$ cat src/sv/encoder_count_and_speed_assert.svh
// assertion helpers for the encoder counter, clocked on clk, off during reset
`ifndef ENCODER_COUNT_AND_SPEED_ASSERT_SVH
`define ENCODER_COUNT_AND_SPEED_ASSERT_SVH

// plain property check
`define ECS_ASSERT(lbl, prop) \
  lbl: assert property (@(posedge clk) disable iff (!rst_n) prop) \
    else $error("encoder_count_and_speed: check failed");

// overlapping implication check
`define ECS_IMPLIES(lbl, ante, cons) `ECS_ASSERT(lbl, (ante) |-> (cons))

`endif

$ cat src/sv/ecs_pkg.sv
package ecs_pkg;

  // state widths
  localparam int COUNT_BITS = 16;
  localparam int TIME_BITS  = 32;

  // fixed port widths
  localparam int CFG_W     = 16;
  localparam int POS_W     = 16;
  localparam int SPEED_W   = 41;
  localparam int TIME_IN_W = 32;
  localparam int CFG_IDX_W = 2;

  // datapath widths
  localparam int WIDE_BITS = (COUNT_BITS > CFG_W) ? COUNT_BITS : CFG_W;
  localparam int DELTA_W   = WIDE_BITS + 2;
  localparam int MAG_W     = DELTA_W - 1;
  localparam int PROD_W    = MAG_W + CFG_W;
  localparam int DIV_CNT_W = $clog2(PROD_W + 1);

  // reset values of the registers
  localparam logic [CFG_W-1:0] COUNT_TOP_RST      = CFG_W'(10000);
  localparam logic [CFG_W-1:0] JUMP_THRESHOLD_RST = CFG_W'(2000);
  localparam logic [CFG_W-1:0] RPM_SCALE_RST      = CFG_W'(60);

  // register indexes
  localparam logic [CFG_IDX_W-1:0] CFG_COUNT_TOP      = CFG_IDX_W'(0);
  localparam logic [CFG_IDX_W-1:0] CFG_JUMP_THRESHOLD = CFG_IDX_W'(1);
  localparam logic [CFG_IDX_W-1:0] CFG_RPM_SCALE      = CFG_IDX_W'(2);

  // item kinds
  localparam logic OP_EDGE   = 1'b0;
  localparam logic OP_SAMPLE = 1'b1;

  typedef enum logic [2:0] {
    ST_IDLE,
    ST_DELTA,
    ST_MUL,
    ST_DIV,
    ST_SIGN,
    ST_DONE
  } state_t;

endpackage

$ cat src/sv/encoder_count_and_speed.sv
// Quadrature encoder counter with speed estimate, one wheel channel. An edge item
// (in_op = 0) moves the wrapping position count up when in_b_level is high and down
// when it is low; the count wraps from count_top to 0 and back. A sample item
// (in_op = 1) takes the count change since the previous sample, fixes it up by
// count_top+1 when its size reaches jump_threshold, multiplies by rpm_scale and
// divides by the elapsed milliseconds, truncating toward zero. No elapsed time gives
// speed 0 with out_zero_interval set. Every item gives exactly one result item.
// Order: an edge item goes from ST_IDLE straight to ST_DONE; a sample item
// passes ST_DELTA, ST_MUL, ST_DIV and ST_SIGN before ST_DONE, with ST_DIV a
// restoring divider that produces one quotient bit per cycle, and a sample with
// no elapsed time skips the divider and ST_SIGN. The block takes one item at a
// time; in_ready is high only while it waits for an item. The result sits in an
// output register, so a stalled consumer only delays the next item by the time it
// holds that register. Configuration writes are always taken (cfg_ready stays high)
// and belong in idle time only; a write to an index beyond the list is dropped.
module encoder_count_and_speed
  import ecs_pkg::*;
(
  input  logic                      clk,
  input  logic                      rst_n,
  // item input
  input  logic                      in_valid,
  output logic                      in_ready,
  input  logic                      in_op,
  input  logic                      in_b_level,
  input  logic [TIME_IN_W-1:0]      in_time_ms,
  // result output
  output logic                      out_valid,
  input  logic                      out_ready,
  output logic [POS_W-1:0]          out_position,
  output logic signed [SPEED_W-1:0] out_speed,
  output logic                      out_zero_interval,
  // register writes
  input  logic                      cfg_valid,
  output logic                      cfg_ready,
  input  logic [CFG_IDX_W-1:0]      cfg_index,
  input  logic [CFG_W-1:0]          cfg_data
);

  // sequencer and control state
  state_t                state_r, state_nxt;
  logic                  out_valid_r, out_valid_nxt;
  logic [DIV_CNT_W-1:0]  cnt_r, cnt_nxt;

  // configuration registers
  logic [CFG_W-1:0]      count_top_r, count_top_nxt;
  logic [CFG_W-1:0]      jump_threshold_r, jump_threshold_nxt;
  logic [CFG_W-1:0]      rpm_scale_r, rpm_scale_nxt;

  // encoder state
  logic [COUNT_BITS-1:0] pos_r, pos_nxt;
  logic [COUNT_BITS-1:0] last_count_r, last_count_nxt;
  logic [TIME_BITS-1:0]  last_time_r, last_time_nxt;

  // working registers of one sample
  logic [TIME_BITS-1:0]  elapsed_r, elapsed_nxt;
  logic                  delta_neg_r, delta_neg_nxt;
  logic [MAG_W-1:0]      mag_r, mag_nxt;
  logic [PROD_W-1:0]     quo_r, quo_nxt;
  logic [TIME_BITS-1:0]  rem_r, rem_nxt;

  // pending result and output register
  logic [SPEED_W-1:0]    res_speed_r, res_speed_nxt;
  logic                  res_zero_r, res_zero_nxt;
  logic [POS_W-1:0]      out_position_r, out_position_nxt;
  logic [SPEED_W-1:0]    out_speed_r, out_speed_nxt;
  logic                  out_zero_r, out_zero_nxt;

  // combinational helpers
  logic                  in_accept;
  logic [WIDE_BITS-1:0]  pos_wide;
  logic [WIDE_BITS-1:0]  top_wide;
  logic [COUNT_BITS-1:0] pos_edge;
  logic signed [DELTA_W-1:0] cur_s, prev_s, thr_s, mod_s;
  logic signed [DELTA_W-1:0] diff_s, diff_mag_s, fixed_s, fixed_mag_s;
  logic                  wrap;
  logic [TIME_BITS:0]    trial;
  logic [TIME_BITS:0]    trial_diff;
  logic                  trial_ge;
  logic [63:0]           quo_64;

  assign in_ready          = (state_r == ST_IDLE);
  assign in_accept         = in_valid && in_ready;
  assign cfg_ready         = 1'b1;
  assign out_valid         = out_valid_r;
  assign out_position      = out_position_r;
  assign out_speed         = out_speed_r;
  assign out_zero_interval = out_zero_r;

  // edge step: wrap to 0 above the top, to the top below 0
  always_comb begin
    pos_wide = WIDE_BITS'(pos_r);
    top_wide = WIDE_BITS'(count_top_r);
    if (in_b_level) begin
      pos_edge = (pos_wide >= top_wide) ? '0 : pos_r + 1'b1;
    end else begin
      pos_edge = (pos_r == '0) ? COUNT_BITS'(count_top_r) : pos_r - 1'b1;
    end
  end

  // count change with wrap fix-up, all in signed arithmetic
  always_comb begin
    cur_s      = DELTA_W'(pos_r);
    prev_s     = DELTA_W'(last_count_r);
    thr_s      = DELTA_W'(jump_threshold_r);
    mod_s      = DELTA_W'(count_top_r) + DELTA_W'(1);
    diff_s     = cur_s - prev_s;
    diff_mag_s = (diff_s < 0) ? -diff_s : diff_s;
    wrap       = (diff_mag_s >= thr_s);
    if (!wrap) begin
      fixed_s = diff_s;
    end else if (cur_s > thr_s) begin
      fixed_s = diff_s - mod_s;
    end else begin
      fixed_s = diff_s + mod_s;
    end
    fixed_mag_s = (fixed_s < 0) ? -fixed_s : fixed_s;
  end

  // one restoring divider step: remainder stays below the divisor
  always_comb begin
    trial      = {rem_r, quo_r[PROD_W-1]};
    trial_diff = trial - {1'b0, elapsed_r};
    trial_ge   = (trial >= {1'b0, elapsed_r});
    quo_64     = 64'(quo_r);
  end

  // sequencer: next state and datapath loads
  always_comb begin
    state_nxt          = state_r;
    out_valid_nxt      = out_valid_r;
    cnt_nxt            = cnt_r;
    count_top_nxt      = count_top_r;
    jump_threshold_nxt = jump_threshold_r;
    rpm_scale_nxt      = rpm_scale_r;
    pos_nxt            = pos_r;
    last_count_nxt     = last_count_r;
    last_time_nxt      = last_time_r;
    elapsed_nxt        = elapsed_r;
    delta_neg_nxt      = delta_neg_r;
    mag_nxt            = mag_r;
    quo_nxt            = quo_r;
    rem_nxt            = rem_r;
    res_speed_nxt      = res_speed_r;
    res_zero_nxt       = res_zero_r;
    out_position_nxt   = out_position_r;
    out_speed_nxt      = out_speed_r;
    out_zero_nxt       = out_zero_r;

    // consumer takes the result item
    if (out_valid_r && out_ready) begin
      out_valid_nxt = 1'b0;
    end

    // register writes, to be made only while idle; the block does not enforce it
    if (cfg_valid) begin
      unique case (cfg_index)
        CFG_COUNT_TOP:      count_top_nxt      = cfg_data;
        CFG_JUMP_THRESHOLD: jump_threshold_nxt = cfg_data;
        CFG_RPM_SCALE:      rpm_scale_nxt      = cfg_data;
        default:            ;
      endcase
    end

    unique case (state_r)
      ST_IDLE: begin
        if (in_accept) begin
          if (in_op == OP_EDGE) begin
            pos_nxt       = pos_edge;
            res_speed_nxt = '0;
            res_zero_nxt  = 1'b0;
            state_nxt     = ST_DONE;
          end else begin
            elapsed_nxt   = TIME_BITS'(in_time_ms) - last_time_r;
            last_time_nxt = TIME_BITS'(in_time_ms);
            state_nxt     = ST_DELTA;
          end
        end
      end
      ST_DELTA: begin
        delta_neg_nxt  = (fixed_s < 0);
        mag_nxt        = MAG_W'(fixed_mag_s);
        last_count_nxt = pos_r;
        state_nxt      = ST_MUL;
      end
      ST_MUL: begin
        quo_nxt = {{CFG_W{1'b0}}, mag_r} * {{MAG_W{1'b0}}, rpm_scale_r};
        rem_nxt = '0;
        cnt_nxt = '0;
        if (elapsed_r == '0) begin
          res_speed_nxt = '0;
          res_zero_nxt  = 1'b1;
          state_nxt     = ST_DONE;
        end else begin
          res_zero_nxt = 1'b0;
          state_nxt    = ST_DIV;
        end
      end
      ST_DIV: begin
        rem_nxt = trial_ge ? trial_diff[TIME_BITS-1:0] : trial[TIME_BITS-1:0];
        quo_nxt = {quo_r[PROD_W-2:0], trial_ge};
        cnt_nxt = cnt_r + 1'b1;
        if (cnt_r == DIV_CNT_W'(PROD_W - 1)) begin
          state_nxt = ST_SIGN;
        end
      end
      ST_SIGN: begin
        res_speed_nxt = SPEED_W'(delta_neg_r ? (64'd0 - quo_64) : quo_64);
        state_nxt     = ST_DONE;
      end
      ST_DONE: begin
        if (!out_valid_r || out_ready) begin
          out_position_nxt = POS_W'(pos_r);
          out_speed_nxt    = res_speed_r;
          out_zero_nxt     = res_zero_r;
          out_valid_nxt    = 1'b1;
          state_nxt        = ST_IDLE;
        end
      end
      default: state_nxt = ST_IDLE;
    endcase
  end

  // control state and configuration
  always_ff @(posedge clk) begin
    if (!rst_n) begin
      state_r          <= ST_IDLE;
      out_valid_r      <= 1'b0;
      count_top_r      <= COUNT_TOP_RST;
      jump_threshold_r <= JUMP_THRESHOLD_RST;
      rpm_scale_r      <= RPM_SCALE_RST;
      pos_r            <= '0;
      last_count_r     <= '0;
      last_time_r      <= '0;
    end else begin
      state_r          <= state_nxt;
      out_valid_r      <= out_valid_nxt;
      count_top_r      <= count_top_nxt;
      jump_threshold_r <= jump_threshold_nxt;
      rpm_scale_r      <= rpm_scale_nxt;
      pos_r            <= pos_nxt;
      last_count_r     <= last_count_nxt;
      last_time_r      <= last_time_nxt;
    end
  end

  // payload and working registers
  always_ff @(posedge clk) begin
    cnt_r          <= cnt_nxt;
    elapsed_r      <= elapsed_nxt;
    delta_neg_r    <= delta_neg_nxt;
    mag_r          <= mag_nxt;
    quo_r          <= quo_nxt;
    rem_r          <= rem_nxt;
    res_speed_r    <= res_speed_nxt;
    res_zero_r     <= res_zero_nxt;
    out_position_r <= out_position_nxt;
    out_speed_r    <= out_speed_nxt;
    out_zero_r     <= out_zero_nxt;
  end

`include "encoder_count_and_speed_assert.svh"

  // an accepted item keeps the block busy in the following cycle
  `ECS_ASSERT(a_busy_after_accept, (in_valid && in_ready) |=> !in_ready)
  // a sample with no elapsed time reports zero speed
  `ECS_IMPLIES(a_zero_interval_speed, out_valid && out_zero_interval, out_speed == '0)
  // the position only moves on an accepted edge item
  `ECS_IMPLIES(a_pos_moves_on_edge, $past(rst_n) && (pos_r != $past(pos_r)),
               $past(in_valid && in_ready && (in_op == OP_EDGE)))
  // the divider remainder stays below the divisor
  `ECS_IMPLIES(a_div_rem_below, state_r == ST_DIV, rem_r < elapsed_r)

endmodule

$ cat config.mk
export PLATFORM = sky130hd
export DESIGN_NAME = encoder_count_and_speed
export DESIGN_NICKNAME = d
export VERILOG_FILES = /design/src/sv/ecs_pkg.sv /design/src/sv/encoder_count_and_speed.sv
export VERILOG_INCLUDE_DIRS = /design/src /design/src/sv
export SDC_FILE = /design/constraint.sdc
export NUM_CORES = 2
export LEC_CHECK = 0
export ABC_AREA = 1
export BUFFER_PORTS_ARGS = -buffer_cell sky130_fd_sc_hd__buf_2
export CAP_MARGIN = 15
export CORE_UTILIZATION = 60
export DETAILED_ROUTE_END_ITERATION = 16
export GPL_TIMING_DRIVEN = 0
export PLACE_DENSITY_LB_ADDON = 0.2
export SLEW_MARGIN = 10
export SYNTH_ARGS = -nofsm -noshare
export SYNTH_HDL_FRONTEND = slang
export SYNTH_SLANG_ARGS = --single-unit
$ cat constraint.sdc
create_clock -name clk -period 19.55 [get_ports clk]
set_input_delay 3.91 -clock clk [delete_from_list [all_inputs] [get_ports clk]]
set_output_delay 3.91 -clock clk [all_outputs]
set_load 0.01 [all_outputs]
# After elaboration in Yosys (flattened, before gate mapping)
# Index checks and enable logic that the tools add are counted.
# Widths: inputs -> output; s select.
# totals
regBits	337
latchBits	0
ramBits	0
romBits	0
input_bits	57
output_inout_bits	61
memories	0
# op_classes
add_sub_neg	12
multipliers	1
div_mod_pow	0
order_cmp	6
eq_ne	13
shifts	0
muxes	29
bitwise_logic	1
reduce_logical	20
# ops
cell	count
$mux 41	4
$pmux 41 s3	1
$pmux 33 s2	1
$pmux 32 s2	1
$sub 32x32->32	2
$mux 18	3
$mux 16	3
$sub 1x33->34 const A	1
$ge 33x32->1	1
$mul 17x16->33	1
$logic_not 32->1	1
$mux 32	1
$add 17x18->18	1
$ge 18x17->1	1
$lt 18x1->1 const B	1
$neg 17->18	1
$pmux 3 s6	1
$sub 17x18->18	1
$add 16x1->17 const B	1
$lt 17x1->1 const B	1
$mux 17	1
$neg 17->17	1
$sub 16x16->17	1
$add 16x1->16 const B	1
other kinds (28)	50

# Longest topological paths before layout
# logic_depth
word_depth	7
depth_mapped	38

# Least setup slack after synthesis
# No wires, ideal clock.
# synth_path
path_type	input-to-reg
from	in out_ready
to	reg out_position_r[0], in the netlist out_position[0] (enable)
arrival_ns	8.798
required_ns	18.964
setup_slack_ns	10.165
stages	2
path_buffers	0
cell_sequence	nor2_1 -> nor4_1
# synth_via
elab_chain_cells	2
# synth_rtl
item	line	rtl
from (decl)	encoder_count_and_speed.sv:29	input logic out_ready,
$logic_or 1x1->1	encoder_count_and_speed.sv:212	if (!out_valid_r || out_ready) begin
$reduce_and 2->1 (no source line)	-	
to (signal assigned)	encoder_count_and_speed.sv:257	out_position_r <= out_position_nxt;
to (decl)	encoder_count_and_speed.sv:65	logic [POS_W-1:0] out_position_r, out_position_nxt;
# Every way passes these cells.
# A chain may end at the register's enable or synchronous reset.

# Worst setup path after layout
# layout_path
from	reg mag_r[7]
to	reg quo_r[25], data pin
# layout_via
elab_chain_cells	2
# layout_rtl
item	line	rtl
from (decl)	encoder_count_and_speed.sv:58	logic [MAG_W-1:0] mag_r, mag_nxt;
from (signal assigned)	encoder_count_and_speed.sv:252	mag_r <= mag_nxt;
$mul 17x16->33	encoder_count_and_speed.sv:187	quo_nxt = {{CFG_W{1'b0}}, mag_r} * {{MAG_W{1'b0}}, rpm_scale_r};
$pmux 33 s2	encoder_count_and_speed.sv:165	unique case (state_r)
via quo_nxt[25]	encoder_count_and_speed.sv:59	logic [PROD_W-1:0] quo_r, quo_nxt;
to (signal assigned)	encoder_count_and_speed.sv:253	quo_r <= quo_nxt;
to (decl)	encoder_count_and_speed.sv:59	
# The timed path passes the listed nets, and every way through them passes these cells.

==> impl_metrics.csv <==
group,metric,value,unit
logic_synthesis,synth.distinct_cells,62,
floorplan,dieArea,51400,sq um
detailed_routing,avgRoutedWirePerCell,17.0,microns
grt,antenna_found_initial,0,
clock_network,cts_resized,0,
floorplan,initial_utilization,0.607,
worst_hold_path,min_from,"res_speed_r[0]",
logic_synthesis,synth_area_per_cell,7.78,sq um
run_status,outcome,"completed",
worst_setup_path,start_kind,"flip-flop",
sta,fin_crit_sh,0.373,
logic_synthesis,synth_top_area_frac,0.205,
sta,max-slew-margin-rel,0.270,
clock_network,path_clk_slew,0.06,ns
worst_hold_path,min_to,"out_speed[0]",
sta,fin_skew,0.0269,ns
grt,grt_pass1_wl,130000,microns
clock_network,cts_made_buffers,37,
clock_network,cts-root-buf,"clkbuf_16",
worst_setup_path,required,19.83,ns
detailed_routing,dr.pass1.iters,6,
logic_synthesis,synth_area_leaders,"edfxtp_1 (21%), fa_1 (14%), ha_1 (11%), nand2_1 (10%), inv_1 (9.4%)",
layout,seq_area,8540,sq um
worst_setup_path,rr_worst_depth,24,
clock_network,insertion_delay,0.58,ns
detailed_routing,routed_wl,81200,microns
clock_network,cts_htree_levels,2,
detailed_routing,drt-vias-per-instance,5.52,
logic_synthesis,synth_edf_count,207,
run,cap_violations,0,
worst_hold_path,hold_class,"flip-flop to flip-flop",
logic_synthesis,synth_fp_nets,4425,
floorplan,die_w,227,microns
logic_synthesis,syn_area,30300,sq um
logic_synthesis,ys_ff_latch,323,
logic_synthesis,async_reset_ff_frac,0,
clock_network,holdBufCountCts,0,
logic_synthesis,ys_seq_area_frac,0.282,
placed_design,routabilityCongestion,0.980,
worst_hold_path,min_delay_path_depth,0,
layout,n_antenna_cell,0,
detailed_routing,drc_errors,0,
grt,grt_pass1_vias,25326,
layout,syn2layout_area_growth,9.60,%
worst_setup_path,reg2reg_to,"quo_r[25]",
grt,gr-total-overflow,0,
logic_synthesis,synth_cells,3898,
clock_network,clkSinkCount,323,
sta,worst_pin_slew,1.09,ns
detailed_routing,ant_nets,0,
sta,layout_min_cycle_time,7.28,ns
layout,multi_input_area,18300,sq um
worst_setup_path,worstPathMaxFanout,10,
worst_setup_path,crit_type,"flip-flop to flip-flop",
sta,setup_tns,0,ns
sta,setup_viol,0,
logic_synthesis,synth_top_cell_by_area,"edfxtp_1",
grt,grt_max_degree,37,
layout,finalNetCount,4590,
worst_setup_path,reg2reg_slack,12.27,ns
detailed_routing,dr.first_iter.drc_count,1926,
detailed_routing,vias,26273,
logic_synthesis,yosys_warnings,0,
floorplan,rows,82,
sta,hold_viol,0,
clock_network,cts_tree,"built",
placed_design,port_buffers,114,
floorplan,die_h,227,microns
worst_setup_path,critPathArrivalTime,7.57,ns
floorplan,coreArea,50000,sq um
placed_design,dp_hpwl,64500,microns
sta,rsz0062_at_grt,"false",
sta,max_freq,137,MHz
sta,finalMaxSlewViolations,0,
clock_network,cts_setup_buffers,0,
floorplan,io_pins,118,
logic_synthesis,yosysMostFrequentCell,"nand2_1",
grt,grt_usage,0.324,
layout,drive_gt1_frac,0.0677,
logic_synthesis,synthFlopType,"edfxtp_1",
worst_setup_path,reg2reg_from,"mag_r[7]",
logic_synthesis,synth_commonest_cells,"nand2_1 (827), inv_1 (763), a21oi_1 (298), ha_1 (258), o21ai_0 (232)",
layout,fillers,4369,
clock_network,clockBufferDepth,3,
worst_setup_path,end_kind,"flip-flop",
## stage by stage
stage          cells  utilization  setup slack [ns]  hold WS (ns)  area [sq um]
2_1_floorplan   3898            -             10.17         0.400         30300
6_report        4763        0.665             12.27         0.417         33200
3_5_place_dp    4696        0.638             12.10         0.407         31900
4_1_cts         4763        0.665             12.29         0.417         33200
5_1_grt         4763        0.665             11.86         0.415         33200
3_3_place_gp    4684        0.635              7.46         0.401         31700
## placed cells by master, fill, tap and decap left out, drive strengths merged, types with 10 or more instances in the layout
cell	netlist	final
nor4	16	16
clkbuf	123	167
nand4	38	38
dfxtp	116	116
xnor2	51	51
o21ai	239	239
a31oi	38	38
inv	768	772
or2	11	11
nand3b	13	13
buf	22	148
fa	212	212
o211ai	21	21
clkinv	2	12
ha	258	258
edfxtp	207	207
nand2	851	851
xor2	91	91
a21oi	301	301
nand3	133	133
nor3	72	72
nor2	230	230
o21a	10	10
## layer usage
metal / GRT usage / vias to the layer above / share of wire
li1: - / 12822 / -
met3: 0.0463 / 201 / 0.070
met1: 0.426 / 12306 / 0.43
met5: 0 / - / 0
met2: 0.535 / 944 / 0.46
met4: 0.135 / 0 / 0.042
## worst max-delay path by stage
stage / cells after the start / end / start / slack (ns)
CTS: 24 / quo_r[25] / mag_r[7] / 12.29
detailed placement: 14 / elapsed_r[28] / in_time_ms[0] / 12.10
global placement: 3 / out_speed[28] / out_ready / 7.46
finish: 24 / quo_r[25] / mag_r[7] / 12.27
floorplan: 2 / out_position[0] / out_ready / 10.17
global route: 26 / quo_r[28] / mag_r[7] / 11.86
## critical path, cell delays in order, from the launching register on
cell,delay (ns)
edfxtp_1,0.33
clkbuf_1,0.46
clkbuf_1,0.58
nand2_1,0.17
fa_1,0.56
inv_1,0.07
fa_1,0.56
inv_1,0.06
fa_1,0.52
inv_1,0.05
fa_1,0.47
inv_1,0.06
fa_1,0.54
inv_1,0.06
fa_1,0.43
ha_1,0.36
a21oi_1,0.21
o21ai_0,0.11
a21oi_1,0.33
o21ai_0,0.21
a21oi_1,0.24
o21ai_0,0.16
or2_2,0.30
nand3_1,0.08
o21ai_0,0.09
## cell families (layout without fill, tap and decap cells)
group / Yosys count / after routing / share of synthesized area
other: 1 / 1 / 0.000124
flip-flops: 323 / 323 / 0.282
buffers and inverters: 915 / 1108 / 0.116
AO/OA/AOI/OAI: 671 / 671 / 0.122
AND/OR/NAND/NOR: 1376 / 1376 / 0.193
XOR/XNOR: 142 / 142 / 0.0410
adder cells (fa/ha/maj): 470 / 470 / 0.247
## registers in the layout, indices dropped and copies added, names as in the netlist
name	cells
cnt_r	6
count_top_r	16
delta_neg_r	1
elapsed_r	32
jump_threshold_r	16
last_count_r	16
last_time_r	32
mag_r	17
out_position	16
out_speed	34
out_valid	1
out_zero_interval	1
pos_r	16
quo_r	33
rem_r	32
res_speed_r	34
res_zero_r	1
rpm_scale_r	16
state_r	3
## final cells by class
type                    count  share of cell area
flip-flops and latches    323               0.257
repair buffers            126              0.0204
clock buffers              44              0.0308
multi-input cells        2660               0.550
plain buffers             145              0.0191
well taps                 672              0.0253
clock inverters            23              0.0102
inverters                 770              0.0871
Power is left out: the tool's default activity adds up to more than one toggle a clock period on the data nets, which glitch-free logic cannot reach.
